<file path="config.mk">
export PLATFORM = sky130hd
export DESIGN_NAME = fcfs_elevator_controller_top
export DESIGN_NICKNAME = d
export VERILOG_FILES = /design/src/rtl/fcfs_ec_pkg.sv /design/src/rtl/fcfs_ec_datapath.sv /design/src/rtl/fcfs_ec_ctrl.sv /design/src/rtl/fcfs_elevator_controller_top.sv
export SDC_FILE = /design/constraint.sdc
export NUM_CORES = 1
export LEC_CHECK = 0
export BUFFER_PORTS_ARGS = -buffer_cell sky130_fd_sc_hd__buf_2
export CAP_MARGIN = 20
export CORE_MARGIN = 2
export CORE_UTILIZATION = 53
export CTS_CLUSTER_SIZE = 14
export DETAILED_ROUTE_END_ITERATION = 10
export PLACE_DENSITY = 0.73
export SYNTH_ARGS = -nofsm -noshare
export SYNTH_HDL_FRONTEND = slang
export SYNTH_SLANG_ARGS = --single-unit
</file>
<file path="constraint.sdc">
create_clock -name aclk -period 3.85 [get_ports aclk]
set_input_delay 0.385 -clock aclk [delete_from_list [all_inputs] [get_ports aclk]]
set_output_delay 0.385 -clock aclk [all_outputs]
set_load 0.005 [all_outputs]
</file>
<file path="src/rtl/fcfs_ec_pkg.sv">
`timescale 1ns / 1ps
`default_nettype none

package fcfs_ec_pkg;

    // Queue and building size.
    localparam int QUEUE_DEPTH = 16;
    localparam int FLOOR_COUNT = 32;

    // Field and counter widths.
    localparam int FLOOR_W = 5;
    localparam int PEND_W  = 5;
    localparam int IDX_W   = $clog2(QUEUE_DEPTH);
    localparam int CNT_W   = $clog2(QUEUE_DEPTH + 1);

    // Item operation codes.
    typedef enum logic {
        OP_ADD  = 1'b0,
        OP_TICK = 1'b1
    } opcode_t;

    // One queued request.
    typedef struct packed {
        logic [FLOOR_W-1:0] pickup;
        logic [FLOOR_W-1:0] dest;
    } req_entry_t;

    // Commands from the controller to the datapath.
    typedef struct packed {
        logic add_en;
        logic step_en;
        logic out_load;
        logic cfg_wr;
    } dp_cmd_t;

    // Status from the datapath to the controller.
    typedef struct packed {
        logic again;
    } dp_status_t;

    // Limit a floor number to the top floor of the building.
    function automatic logic [FLOOR_W-1:0] clamp_floor(input logic [FLOOR_W-1:0] f);
        logic [FLOOR_W-1:0] top;
        top = FLOOR_W'(FLOOR_COUNT - 1);
        return (f > top) ? top : f;
    endfunction

    // Move one floor toward a target, or stay when already there.
    function automatic logic [FLOOR_W-1:0] step_toward(input logic [FLOOR_W-1:0] car,
                                                       input logic [FLOOR_W-1:0] target);
        logic [FLOOR_W-1:0] res;
        res = car;
        if (car < target) begin
            res = car + FLOOR_W'(1);
        end else if (car > target) begin
            res = car - FLOOR_W'(1);
        end
        return res;
    endfunction

endpackage

`default_nettype wire

</file>
<file path="src/rtl/fcfs_ec_datapath.sv">
`timescale 1ns / 1ps
`default_nettype none

module fcfs_ec_datapath
    import fcfs_ec_pkg::*;
(
    input  wire logic                aclk,
    input  wire logic                aresetn,
    input  wire dp_cmd_t             cmd,
    output dp_status_t               status,
    input  wire logic [FLOOR_W-1:0]  cfg_floor,
    input  wire logic [FLOOR_W-1:0]  in_pickup,
    input  wire logic [FLOOR_W-1:0]  in_dest,
    output logic [FLOOR_W-1:0]       out_floor,
    output logic                     out_carrying,
    output logic                     out_idle,
    output logic                     out_dropped,
    output logic [PEND_W-1:0]        out_pending
);

    // Request storage, written at the tail and read at the head only.
    req_entry_t queue_mem [QUEUE_DEPTH];

    logic [IDX_W-1:0]   head_reg, head_next;
    logic [CNT_W-1:0]   count_reg, count_next;
    logic [FLOOR_W-1:0] car_reg, car_next;
    logic               deliv_reg, deliv_next;

    logic [FLOOR_W-1:0] floor_out_reg;
    logic               carrying_out_reg;
    logic               idle_out_reg;
    logic               dropped_out_reg;
    logic [PEND_W-1:0]  pending_out_reg;

    req_entry_t         head_entry;
    logic [CNT_W:0]     tail_sum;
    logic [IDX_W-1:0]   tail_idx;
    logic [IDX_W-1:0]   head_inc;
    logic               queue_full;
    logic               again;

    assign head_entry = queue_mem[head_reg];
    assign queue_full = (count_reg == CNT_W'(QUEUE_DEPTH));

    // Circular tail and head-advance positions.
    assign tail_sum = (CNT_W+1)'(head_reg) + (CNT_W+1)'(count_reg);
    assign tail_idx = (tail_sum >= (CNT_W+1)'(QUEUE_DEPTH)) ?
                      IDX_W'(tail_sum - (CNT_W+1)'(QUEUE_DEPTH)) : IDX_W'(tail_sum);
    assign head_inc = (head_reg == IDX_W'(QUEUE_DEPTH - 1)) ? '0 : head_reg + IDX_W'(1);

    // One step of the car schedule, plus queue append and configuration.
    always_comb begin
        head_next  = head_reg;
        count_next = count_reg;
        car_next   = car_reg;
        deliv_next = deliv_reg;
        again      = 1'b0;
        if (cmd.cfg_wr) begin
            car_next = clamp_floor(cfg_floor);
        end else if (cmd.add_en) begin
            if (!queue_full) begin
                count_next = count_reg + CNT_W'(1);
            end
        end else if (cmd.step_en) begin
            priority if (count_reg == '0) begin
                deliv_next = 1'b0;
            end else if (deliv_reg && (car_reg == head_entry.dest)) begin
                // Drop-off done: retire and serve the next request next cycle.
                head_next  = head_inc;
                count_next = count_reg - CNT_W'(1);
                deliv_next = 1'b0;
                again      = (count_reg != CNT_W'(1));
            end else if (!deliv_reg && (car_reg != head_entry.pickup)) begin
                car_next = step_toward(car_reg, head_entry.pickup);
            end else if (car_reg == head_entry.dest) begin
                // Pickup floor equals the destination: retire without moving.
                head_next  = head_inc;
                count_next = count_reg - CNT_W'(1);
                deliv_next = 1'b0;
            end else begin
                deliv_next = 1'b1;
                car_next   = step_toward(car_reg, head_entry.dest);
            end
        end
    end

    assign status.again = again;

    // Control state of the car and the queue.
    always_ff @(posedge aclk) begin
        if (!aresetn) begin
            head_reg  <= '0;
            count_reg <= '0;
            car_reg   <= clamp_floor('0);
            deliv_reg <= 1'b0;
        end else begin
            head_reg  <= head_next;
            count_reg <= count_next;
            car_reg   <= car_next;
            deliv_reg <= deliv_next;
        end
    end

    // Request storage write.
    always_ff @(posedge aclk) begin
        if (cmd.add_en && !queue_full) begin
            queue_mem[tail_idx] <= '{pickup: clamp_floor(in_pickup),
                                     dest:   clamp_floor(in_dest)};
        end
    end

    // Result register, loaded with the state after the item.
    always_ff @(posedge aclk) begin
        if (cmd.out_load) begin
            floor_out_reg    <= car_next;
            carrying_out_reg <= deliv_next;
            idle_out_reg     <= (count_next == '0);
            dropped_out_reg  <= cmd.add_en && queue_full;
            pending_out_reg  <= PEND_W'(count_next);
        end
    end

    assign out_floor    = floor_out_reg;
    assign out_carrying = carrying_out_reg;
    assign out_idle     = idle_out_reg;
    assign out_dropped  = dropped_out_reg;
    assign out_pending  = pending_out_reg;

endmodule

`default_nettype wire

</file>
<file path="src/rtl/fcfs_ec_ctrl.sv">
`timescale 1ns / 1ps
`default_nettype none

module fcfs_ec_ctrl
    import fcfs_ec_pkg::*;
(
    input  wire logic        aclk,
    input  wire logic        aresetn,
    input  wire logic        s_valid,
    output logic             s_ready,
    input  wire logic        s_opcode,
    output logic             m_valid,
    input  wire logic        m_ready,
    input  wire logic        cfg_valid,
    output logic             cfg_ready,
    output dp_cmd_t          cmd,
    input  wire dp_status_t  status,
    output logic             busy
);

    typedef enum logic [1:0] {
        ST_IDLE = 2'b01,
        ST_TICK = 2'b10
    } state_t;

    state_t state_reg, state_next;
    logic   m_valid_reg, m_valid_next;
    logic   accept;
    logic   is_add;

    // Take a new transaction when no tick is in progress and the result slot is empty or being emptied.
    assign s_ready   = (state_reg == ST_IDLE) && (!m_valid_reg || m_ready);
    assign accept    = s_valid && s_ready;
    assign is_add    = (opcode_t'(s_opcode) == OP_ADD);
    assign cfg_ready = 1'b1;
    assign busy      = (state_reg == ST_TICK);

    // Datapath commands.
    always_comb begin
        cmd.cfg_wr   = cfg_valid;
        cmd.add_en   = accept && is_add;
        cmd.step_en  = (state_reg == ST_TICK);
        cmd.out_load = (accept && is_add) || ((state_reg == ST_TICK) && !status.again);
    end

    // Next state: a tick stays in the step state while retirements chain.
    always_comb begin
        state_next = state_reg;
        unique case (state_reg)
            ST_IDLE: begin
                if (accept && !is_add) begin
                    state_next = ST_TICK;
                end
            end
            ST_TICK: begin
                if (!status.again) begin
                    state_next = ST_IDLE;
                end
            end
            default: state_next = ST_IDLE;
        endcase
    end

    // Result valid flag.
    always_comb begin
        m_valid_next = m_valid_reg;
        if (cmd.out_load) begin
            m_valid_next = 1'b1;
        end else if (m_ready) begin
            m_valid_next = 1'b0;
        end
    end

    always_ff @(posedge aclk) begin
        if (!aresetn) begin
            state_reg   <= ST_IDLE;
            m_valid_reg <= 1'b0;
        end else begin
            state_reg   <= state_next;
            m_valid_reg <= m_valid_next;
        end
    end

    assign m_valid = m_valid_reg;

endmodule

`default_nettype wire

</file>
<file path="src/rtl/fcfs_elevator_controller_top.sv">
`timescale 1ns / 1ps
`default_nettype none

// First-come-first-served elevator controller. An add transaction queues a
// pickup/destination pair (up to 16 pending; a full queue drops it and flags
// add_dropped). A tick transaction moves the car one floor toward the head
// request's pickup, then toward its destination, retiring it on the tick after
// arrival. Every transaction returns one status result with the car floor, the
// carrying flag, the idle flag and the pending count. An add's result is valid
// in the cycle after acceptance. A tick's result is loaded in the step state,
// which repeats when it retires a delivered request and goes on to the next
// one, since the request store is read at the head once per cycle; no input is
// taken while a tick is being worked out. A new transaction is taken while the
// previous result is being handed off. Writing cfg_start_floor moves the car to
// that floor at once; write it only while the block is idle.
module fcfs_elevator_controller_top
    import fcfs_ec_pkg::*;
(
    input  wire logic                aclk,
    input  wire logic                aresetn,
    input  wire logic                cfg_valid,
    output logic                     cfg_ready,
    input  wire logic [FLOOR_W-1:0]  cfg_start_floor,
    input  wire logic                s_valid,
    output logic                     s_ready,
    input  wire logic                s_opcode,
    input  wire logic [FLOOR_W-1:0]  s_pickup_floor,
    input  wire logic [FLOOR_W-1:0]  s_dest_floor,
    output logic                     m_valid,
    input  wire logic                m_ready,
    output logic [FLOOR_W-1:0]       m_floor_now,
    output logic                     m_carrying,
    output logic                     m_queue_idle,
    output logic                     m_add_dropped,
    output logic [PEND_W-1:0]        m_pending_count
);

    dp_cmd_t    cmd;
    dp_status_t status;
    logic       busy;

    fcfs_ec_ctrl u_ctrl (
        .aclk      (aclk),
        .aresetn   (aresetn),
        .s_valid   (s_valid),
        .s_ready   (s_ready),
        .s_opcode  (s_opcode),
        .m_valid   (m_valid),
        .m_ready   (m_ready),
        .cfg_valid (cfg_valid),
        .cfg_ready (cfg_ready),
        .cmd       (cmd),
        .status    (status),
        .busy      (busy)
    );

    fcfs_ec_datapath u_datapath (
        .aclk         (aclk),
        .aresetn      (aresetn),
        .cmd          (cmd),
        .status       (status),
        .cfg_floor    (cfg_start_floor),
        .in_pickup    (s_pickup_floor),
        .in_dest      (s_dest_floor),
        .out_floor    (m_floor_now),
        .out_carrying (m_carrying),
        .out_idle     (m_queue_idle),
        .out_dropped  (m_add_dropped),
        .out_pending  (m_pending_count)
    );

    // No new transaction is taken while a tick is still being worked out.
    a_no_accept_busy: assert property (@(posedge aclk) disable iff (!aresetn)
        busy |-> !s_ready)
        else $error("input accepted during tick processing");

    // The idle flag agrees with the pending count.
    a_idle_count: assert property (@(posedge aclk) disable iff (!aresetn)
        m_valid |-> (m_queue_idle == (m_pending_count == '0)))
        else $error("queue_idle disagrees with pending_count");

    // A dropped add only happens with a full queue.
    a_drop_full: assert property (@(posedge aclk) disable iff (!aresetn)
        (m_valid && m_add_dropped) |-> (m_pending_count == PEND_W'(QUEUE_DEPTH)))
        else $error("add dropped with room in the queue");

    // The car only carries while a request is pending.
    a_carry_pending: assert property (@(posedge aclk) disable iff (!aresetn)
        (m_valid && m_carrying) |-> !m_queue_idle)
        else $error("carrying with an empty queue");

    // A tick never chains more than one retirement step.
    a_tick_bound: assert property (@(posedge aclk) disable iff (!aresetn)
        ($past(busy) && busy) |=> !busy)
        else $error("tick processing exceeded two cycles");

endmodule

`default_nettype wire

</file>
==> impl_metrics.tcl, run 1 <==
set metrics [dict create \
    outcome "completed" \
    wl_per_cell_um 22.0 \
    p_comb_share_pct 3.9 \
    cts_sinks 195 \
    cp_max_fo 29 \
    drive_gt1_share_pct 27.4 \
    slowest_stage "mux4_2" \
    synth_cell_types 61 \
    cts_hold_buffers 0 \
    insertion_delay_ns 0.44 \
    cp_top_family "multiplexers" \
    netlist_area_um2 8570 \
    cts_setup_buffers 0 \
    route.antenna.remaining_nets 0 \
    power_switching_mw 0.942 \
    layout_commonest_cell "edfxtp_1" \
    hold_violations 0 \
    die_y_um 131 \
    grt_overflow 0 \
    layout_common_cells "edfxtp_1, mux4_2, buf_2, nor2_1, nand3_1" \
    synthCells 524 \
    grt_pass1_wl_um 27100 \
    tightest_slew_ns 0.703 \
    dp.final_hpwl_um 10700 \
    period_share_pct 93.1 \
    cts_root_buf "clkbuf_16" \
    num_rows 46 \
    core-area_um2 15800 \
    antenna_found_initial 0 \
    synth-edff-count 173 \
    min_period_ns 3.58 \
    dr.first_iter.drc_count 518 \
    cts_tree "built" \
    max_slew_margin_pct 53.0 \
    tns_ns 0 \
    p_int_mw 3.37 \
    end_kind "flip-flop" \
    yosysWarningCount 0 \
    synth_ff_type "edfxtp_1" \
    track_usage_pct 21.2 \
    yosysSeqAreaShare_pct 65.7 \
    top_register "u_datapath.queue_mem" \
    p_sw_share_pct 21.8 \
    syn_to_final_growth_pct 12.4 \
    rsz0062_at_grt "no" \
    numCtsBuffers 17 \
    start_util_pct 54.2 \
    htree_levels 4 \
    vias 4844 \
    grt_pass1_vias 4681 \
    peakVddDrop_v 0.000377 \
    largest_reg_flops 160 \
    finClkSkew_ns 0.0161 \
    crit_type "flip-flop to flip-flop" \
    place.gp.congestion 0.894 \
    crit_arrival_ns 3.76 \
    power_density_nw_per_um2 448 \
    grt_max_degree 41 \
    avgSynthCellArea_um2 16.4 \
    drv_cap 0 \
    worstPathCellList "buf_12 > mux4_2 > mux4_2 > inv_1 > ha_1 > and3_4 > and3_4 > nor2_2 > a21boi_1 > mux2i_1 > nor2_1" \
    drc 0 \
    hold_slack_ns 0.271 \
    cts_buffer_depth 2 \
    clk_pin_slew_ns 0.07 \
    syn-num-nets 565 \
    num-fill-cells 1111 \
    die_w_um 131 \
    setup_viol 0 \
    cts_resized 0 \
    max_stage_delay_ns 0.56 \
    drt-pass1-iter-count 5 \
    path_buf_inv 2 \
    cp-start-kind "flip-flop" \
    vias_per_cell 6.09 \
    hold_class "primary input to flip-flop" \
    drt-total-wl_um 17500 \
    power_frac_clock_pct 42.1 \
    placement.io_buffers 35 \
    io_pins 37 \
    final_nets 608 \
    diodes 0 \
    max_freq_mhz 279 \
    synth_async_sr_flop_share_pct 0 \
    fp.dieArea_um2 17200 \
    power.leakage_nw 3.29 \
    ys_ff_latch 195 \
    drv_slew 0 \
    worstPathRequired_ns 4.03 \
    p_seq_share_pct 54.0 \
]
[Yosys cell counts (all sizes together), types with 2 or more instances]
cell type | count | area, um^2
a211o | 2 | 17.5
a21o | 4 | 33.8
a21oi | 18 | 90.1
a31oi | 7 | 43.8
a32oi | 2 | 17.5
and2 | 9 | 57.6
and3 | 6 | 52.6
buf | 14 | 101
clkbuf | 20 | 96.3
dfxtp | 22 | 440
edfxtp | 173 | 5190
ha | 19 | 238
inv | 14 | 52.6
mux2i | 6 | 60.1
mux4 | 50 | 1130
nand2 | 24 | 97.6
nand2b | 4 | 25.0
nand3 | 23 | 120
nand4 | 4 | 25.0
nor2 | 30 | 115
nor2b | 4 | 25.0
nor3 | 5 | 36.3
nor3b | 4 | 35.0
nor4 | 2 | 18.8
o21a | 2 | 15.0
o21ai | 16 | 80.1
o31ai | 4 | 30.0
or3 | 7 | 43.8
or4 | 2 | 18.8
xnor2 | 6 | 52.6
xor2 | 5 | 43.8
[final cells by class]
class | count | area [um^2] | share of cell area (%)
Sequential cell | 195 | 5640 | 58.5
Tap cell | 216 | 270 | 2.80
Clock inverter | 15 | 193 | 2.00
Inverter | 14 | 52.6 | 0.545
Timing Repair Buffer | 58 | 373 | 3.87
Multi-Input combinational cell | 281 | 2690 | 27.9
Clock buffer | 17 | 425 | 4.41
[routing by layer]
| layer | GRT usage, % | vias to the layer above | routed length, um |
|---|---|---|---|
| li1 | - | 2140 | - |
| met1 | 28.6 | 2445 | 7060 |
| met2 | 34.5 | 229 | 8760 |
| met3 | 4.55 | 30 | 1310 |
| met4 | 7.61 | 0 | 366 |
| met5 | 0 | - | 0 |
[power groups by stage]
| stage | Sequential (mW) | Combinational [mW] | Clock (mW) |
|---|---|---|---|
| 2_1_floorplan | 2.37 | 0.118 | 0 |
| 3_3_place_gp | 2.38 | 0.159 | 0 |
| 3_5_place_dp | 2.38 | 0.166 | 0 |
| 4_1_cts | 2.33 | 0.167 | 1.85 |
| 5_1_grt | 2.33 | 0.187 | 1.93 |
| 6_report | 2.33 | 0.168 | 1.82 |
[worst paths after layout]
kind | startpoint | end | slack (ns) | cells past startpoint
worst max-delay path | flip-flop | u_datapath.out_floor[2] | 0.27 | 11
worst min-delay path | cfg_start_floor[0] | u_datapath.out_floor[0] | 0.27 | 3
worst max register to register | flip-flop | u_datapath.out_floor[2] | 0.27 | 11
worst min register to register | u_datapath.head_reg[3] | flip-flop | 0.55 | 2
[metrics by stage]
step | utilization (%) | area [um^2] | power, mW | cells | setup WS [ns]
finish | 60.9 | 9640 | 4.31 | 796 | 0.268
global placement | 57.0 | 9020 | 2.54 | 764 | 0.393
CTS | 60.9 | 9640 | 4.34 | 796 | 0.286
detailed placement | 57.0 | 9020 | 2.54 | 764 | 0.328
floorplan | - | 8570 | 2.49 | 524 | 0.0906
global route | 60.9 | 9640 | 4.44 | 796 | 0.0954
[kinds of logic (layout without fill, tap and decap cells)]
| family | after synthesis | count (layout) | share of synthesized area (%) |
|---|---|---|---|
| xor gates and xnor gates | 11 | 11 | 1.12 |
| AOI/OAI and AO/OA | 62 | 62 | 4.54 |
| DFF | 195 | 195 | 65.7 |
| and+or+nand+nor | 131 | 131 | 8.80 |
| muxes | 56 | 56 | 13.8 |
| adders and majority gates | 20 | 20 | 3.01 |
| other | 1 | 1 | 0.0437 |
| buffers and inverters | 48 | 104 | 2.92 |
[worst min-delay path: cells and delay by family]
| kind | cells | cell delay, ns |
|---|---|---|
| compound gates | 1 | 0.08 |
| buf+inv | 1 | 0.08 |
| simple gates | 1 | 0.04 |
(Power assumes the default switching activity.)
==> inputs of run 2 (changes only) <==
--- a/config.mk
+++ b/config.mk
@@ -5,13 +5,14 @@
 export SDC_FILE = /design/constraint.sdc
 export NUM_CORES = 1
 export LEC_CHECK = 0
-export BUFFER_PORTS_ARGS = -buffer_cell sky130_fd_sc_hd__buf_2
+export BUFFER_PORTS_ARGS = -buffer_cell sky130_fd_sc_hd__buf_4
 export CAP_MARGIN = 20
 export CORE_MARGIN = 2
 export CORE_UTILIZATION = 53
 export CTS_CLUSTER_SIZE = 14
 export DETAILED_ROUTE_END_ITERATION = 10
-export PLACE_DENSITY = 0.73
+export PLACE_DENSITY = 0.7
 export SYNTH_ARGS = -nofsm -noshare
 export SYNTH_HDL_FRONTEND = slang
 export SYNTH_SLANG_ARGS = --single-unit
+export TNS_END_PERCENT = 30
==> constraint.sdc (replaced) <==
create_clock -name aclk -period 4.5 [get_ports aclk]
set_input_delay 0.45 -clock aclk [delete_from_list [all_inputs] [get_ports aclk]]
set_output_delay 0.45 -clock aclk [all_outputs]
set_load 0.005 [all_outputs]
==> impl_metrics.tcl, run 2 (synthesis results as in run 1) <==
set metrics [dict create \
    top_register "u_datapath.queue_mem" \
    wl_met3_um 866 \
    grt_pass1_wl_um 27600 \
    worstPathRequired_ns 4.67 \
    p_comb_share_pct 4.2 \
    fp.dieArea_um2 17200 \
    route.antenna.remaining_nets 0 \
    cts_setup_buffers 0 \
    cp_top_family "multiplexers" \
    num-fill-cells 1164 \
    power_density_nw_per_um2 372 \
    p_sw_share_pct 20.3 \
    period_share_pct 82.1 \
    cts_root_buf "clkbuf_16" \
    dr.first_iter.drc_count 502 \
    path_buf_inv 2 \
    die_w_um 131 \
    drc 0 \
    power_frac_clock_pct 40.2 \
    crit_type "flip-flop to flip-flop" \
    die_y_um 131 \
    track_usage_pct 21.6 \
    grt_pass1_vias 4719 \
    drt-total-wl_um 17600 \
    cp-start-kind "flip-flop" \
    num_rows 46 \
    place_inst 761 \
    syn_to_final_growth_pct 12.7 \
    cts_resized 0 \
    max_freq_mhz 271 \
    met2_wirelength_um 8920 \
    power.leakage_nw 3.27 \
    drive_gt1_share_pct 26.9 \
    cts_tree "built" \
    layout_commonest_cell "edfxtp_1" \
    final_cell_count_no_fill 793 \
    peakVddDrop_v 0.000310 \
    io_pins 37 \
    hold_violations 0 \
    tns_ns 0 \
    wl_met1_um 7400 \
    numCtsBuffers 17 \
    p_total_mw 3.59 \
    wl_per_cell_um 22.2 \
    top_layer "met4" \
    vias_per_cell 5.90 \
    slowest_stage "mux4_2" \
    max_slew_margin_pct 53.9 \
    tightest_slew_ns 0.690 \
    drv_slew 0 \
    min_period_ns 3.69 \
    setup_viol 0 \
    clk_pin_slew_ns 0.07 \
    hold_class "primary input to flip-flop" \
    htree_levels 4 \
    p_seq_share_pct 55.5 \
    antenna_found_initial 0 \
    insertion_delay_ns 0.43 \
    worstPathCellList "buf_12 > mux4_2 > mux4_2 > inv_1 > ha_1 > and3_4 > a31o_1 > a31oi_1 > or4_4 > nand4_1 > nor4_2" \
    crit_arrival_ns 3.87 \
    finClkSkew_ns 0.0102 \
    place.gp.congestion 0.861 \
    final_nets 606 \
    diodes 0 \
    cts_hold_buffers 0 \
    largest_reg_flops 160 \
    grt_max_degree 41 \
    vias 4676 \
    dp.final_hpwl_um 11100 \
    grt_overflow 0 \
    outcome "completed" \
    drt-pass1-iter-count 5 \
    max_stage_delay_ns 0.56 \
    end_kind "flip-flop" \
    placement.io_buffers 35 \
    power_switching_mw 0.730 \
    cts_buffer_depth 2 \
    cts_sinks 195 \
    cp_max_fo 40 \
    start_util_pct 54.2 \
    crit_path_frequent_cell "mux4_2" \
    rsz0062_at_grt "no" \
    drv_cap 0 \
    layout_common_cells "edfxtp_1, buf_4, mux4_2, nor2_1, nand3_1" \
    p_int_mw 2.86 \
    core-area_um2 15800 \
]
-- run 2: cell types whose count changed in the layout (fill, tap and decap cells not counted) --
cell and change:
buf_2 -35, buf_4 +33, inv_8 -4, clkinv_8 -3
clkinvlp_4 +3, clkbuf_1 +2, clkinv_1 -1, clkinv_2 +1
clkinv_4 +1
-- run 2: area by class of cell --
type | instances | area, um^2 | area share (%)
multi-input cells | 281 | 2690 | 27.8
inverters | 14 | 52.6 | 0.544
flip-flops and latches | 195 | 5640 | 58.4
clock buffers | 19 | 433 | 4.48
well taps | 216 | 270 | 2.80
repair buffers | 56 | 445 | 4.61
clock inverters | 12 | 131 | 1.36
-- run 2: routing by layer --
metal / GRT usage (%) / vias up
li1: - / 2132
met2: 36.6 / 142
met1: 28.3 / 2370
met5: 0 / -
met3: 4.24 / 32
met4: 7.25 / 0
-- run 2: path summary, 6_finish.rpt --
path | cells past startpoint | start | slack [ns] | end
worst max register to register | 11 | flip-flop | 0.81 | u_datapath.out_idle
worst min-delay path | 2 | aresetn | 0.31 | u_datapath.car_reg[1]
worst min register to register | 2 | u_datapath.head_reg[3] | 0.57 | u_datapath.head_reg[3]
worst max-delay path | 11 | flip-flop | 0.81 | u_datapath.out_idle
-- run 2: power by group through the flow --
stage	Combinational (mW)	Sequential (mW)	Clock, mW
after global routing	0.170	2.00	1.54
after CTS	0.151	2.00	1.47
after detailed placement	0.149	2.03	0
final	0.152	2.00	1.45
after floorplan	0.101	2.03	0
after global placement	0.144	2.03	0
-- run 2: per-stage QoR --
stage	worst slack, ns	utilization, %	area (um^2)	hold slack (ns)
2_1_floorplan	0.741	-	8570	0.498
3_3_place_gp	0.769	57.4	9090	0.518
3_5_place_dp	0.668	57.4	9090	0.547
4_1_cts	0.660	61.0	9650	0.293
5_1_grt	0.554	61.0	9660	0.301
6_report	0.807	61.0	9660	0.307
==> inputs of run 3 (changes only) <==
--- a/config.mk
+++ b/config.mk
@@ -11,7 +11,7 @@
 export CORE_UTILIZATION = 53
 export CTS_CLUSTER_SIZE = 14
 export DETAILED_ROUTE_END_ITERATION = 10
-export PLACE_DENSITY = 0.7
+export PLACE_DENSITY = 0.73
 export SYNTH_ARGS = -nofsm -noshare
 export SYNTH_HDL_FRONTEND = slang
 export SYNTH_SLANG_ARGS = --single-unit
==> constraint.sdc (replaced) <==
create_clock -name aclk -period 3.3 [get_ports aclk]
set_input_delay 0.33 -clock aclk [delete_from_list [all_inputs] [get_ports aclk]]
set_output_delay 0.33 -clock aclk [all_outputs]
set_load 0.005 [all_outputs]
==> impl_metrics.tcl, run 3 (synthesis results as in run 1) <==
set metrics [dict create \
    outcome "finished with violations" \
    violations "negative setup slack" \
    end_kind "flip-flop" \
    largest_reg_flops 160 \
    start_util_pct 54.2 \
    p_seq_share_pct 54.8 \
    cp-start-kind "flip-flop" \
    drc 0 \
    cts_root_buf "clkbuf_16" \
    crit_type "flip-flop to flip-flop" \
    tightest_slew_ns 0.562 \
    power_density_nw_per_um2 484 \
    setup_slack_ns -0.0408 \
    drt-total-wl_um 18100 \
    place.gp.congestion 0.894 \
    die_w_um 131 \
    dr.first_iter.drc_count 459 \
    p_sw_share_pct 21.8 \
    drv_slew 0 \
    grt_pass1_vias 4840 \
    power.leakage_nw 3.50 \
    period_share_pct 101 \
    rsz0062_at_grt "yes" \
    drive_gt1_share_pct 38.4 \
    layout_common_cells "edfxtp_1, buf_4, mux4_2, nor2_1" \
    drv_cap 0 \
    fp.dieArea_um2 17200 \
    layout_commonest_cell "edfxtp_1" \
    placement.io_buffers 35 \
    utilization_pct 64.9 \
    num-fill-cells 1074 \
    num_rows 46 \
    insertion_delay_ns 0.43 \
    p_int_mw 3.88 \
    crit_arrival_ns 3.52 \
    setup_viol 1 \
    route.antenna.remaining_nets 0 \
    power_frac_clock_pct 40.0 \
    worstPathCellList "clkbuf_16 > mux4_2 > mux4_2 > inv_2 > ha_4 > and3_4 > and3_4 > a31oi_4 > or4_4 > nand4_1 > nor4_2" \
    max_slew_margin_pct 62.5 \
    syn_to_final_growth_pct 19.7 \
    hold_slack_ns 0.166 \
    htree_levels 4 \
    final_nets 638 \
    numCtsBuffers 17 \
    cts_tree "built" \
    slowest_stage "mux4_2" \
    cp_max_fo 8 \
    grt_overflow 0 \
    antenna_found_initial 0 \
    io_pins 37 \
    vias 4931 \
    final_cell_area_um2 10300 \
    clk_pin_slew_ns 0.07 \
    path_buf_inv 2 \
    hold_violations 0 \
    cts_buffer_depth 2 \
    peakVddDrop_v 0.000414 \
    max_freq_mhz 299 \
    worstPathRequired_ns 3.48 \
    hold_class "primary input to flip-flop" \
    grt_pass1_wl_um 27700 \
    min_period_ns 3.34 \
    drt-pass1-iter-count 5 \
    track_usage_pct 21.6 \
    core-area_um2 15800 \
    dp.final_hpwl_um 11100 \
    diodes 0 \
    vias_per_cell 5.97 \
    cts_sinks 195 \
    die_y_um 131 \
    grt_max_degree 31 \
    power_switching_mw 1.08 \
    top_register "u_datapath.queue_mem" \
    p_comb_share_pct 5.2 \
    max_stage_delay_ns 0.53 \
    cp_top_family "multiplexers" \
    wl_per_cell_um 21.9 \
    finClkSkew_ns 0.0114 \
    placed_area_um2 9320 \
]
run 3: cell count changes in the layout (fill, tap and decap cells not counted), moves of 3 or more:
cell and delta:
a21oi_1 -5, a21oi_2 +5, a31oi_1 -3, buf_12 +5
buf_4 +23, clkinvlp_4 -3, ha_1 -5, ha_4 +5
inv_1 -8, inv_2 +8, o21ai_0 -7, o21ai_2 +4
run 3: power groups by stage:
| stage | combinational (mW) | clock (mW) | sequential [mW] |
|---|---|---|---|
| floorplan | 0.138 | 0 | 2.77 |
| global placement | 0.210 | 0 | 2.77 |
| detailed placement | 0.217 | 0 | 2.77 |
| CTS | 0.227 | 2.02 | 2.72 |
| global route | 0.284 | 2.12 | 2.72 |
| finish | 0.260 | 1.98 | 2.72 |
run 3: final cells by class:
type / instances / area [um^2] / area share [%]
clock buffers: 17 / 425 / 4.14
clock inverters: 15 / 149 / 1.45
inverters: 14 / 52.6 / 0.512
multi-input cells: 281 / 2940 / 28.7
flip-flops and latches: 195 / 5640 / 54.9
well taps: 216 / 270 / 2.63
repair buffers: 88 / 785 / 7.64
run 3: repair_timing:
item,CTS,global route
gates cloned,2,1
endpoints found under the hold margin,0,0
setup buffers,5,2
hold buffers,0,0
gates resized for setup,21,48
pin swaps,11,16
setup endpoints to repair,18,40
run 3: routing by layer:
| metal | vias up | share of wire, % | GRT usage [%] | wire [um] |
|---|---|---|---|---|
| met4 | 0 | 1.9 | 7.00 | 340 |
| met2 | 166 | 53 | 37.4 | 9560 |
| met3 | 26 | 5.3 | 3.82 | 957 |
| met1 | 2537 | 40 | 28.0 | 7240 |
| li1 | 2202 | - | - | - |
| met5 | - | 0 | 0 | 0 |
run 3: path summary, 6_finish.rpt:
kind                                              from                endpoint  slack (ns)  cells past startpoint
worst min-delay path                           aresetn   u_datapath.car_reg[1]        0.17                      2
worst max-delay path                         flip-flop     u_datapath.out_idle       -0.04                     11
worst min register to register  u_datapath.head_reg[3]  u_datapath.head_reg[3]        0.55                      2
worst max register to register               flip-flop     u_datapath.out_idle       -0.04                     11
run 3: per-stage QoR:
stage	total power, mW	setup slack [ns]	std cells	TNS, ns
after floorplan	2.91	-0.0463	524	-0.0463
after global placement	2.98	-0.0384	786	-0.0695
after detailed placement	2.99	-0.109	786	-0.425
after CTS	4.96	-0.0243	825	-0.0480
after global routing	5.13	-0.117	826	-1.05
final	4.97	-0.0408	826	-0.0408
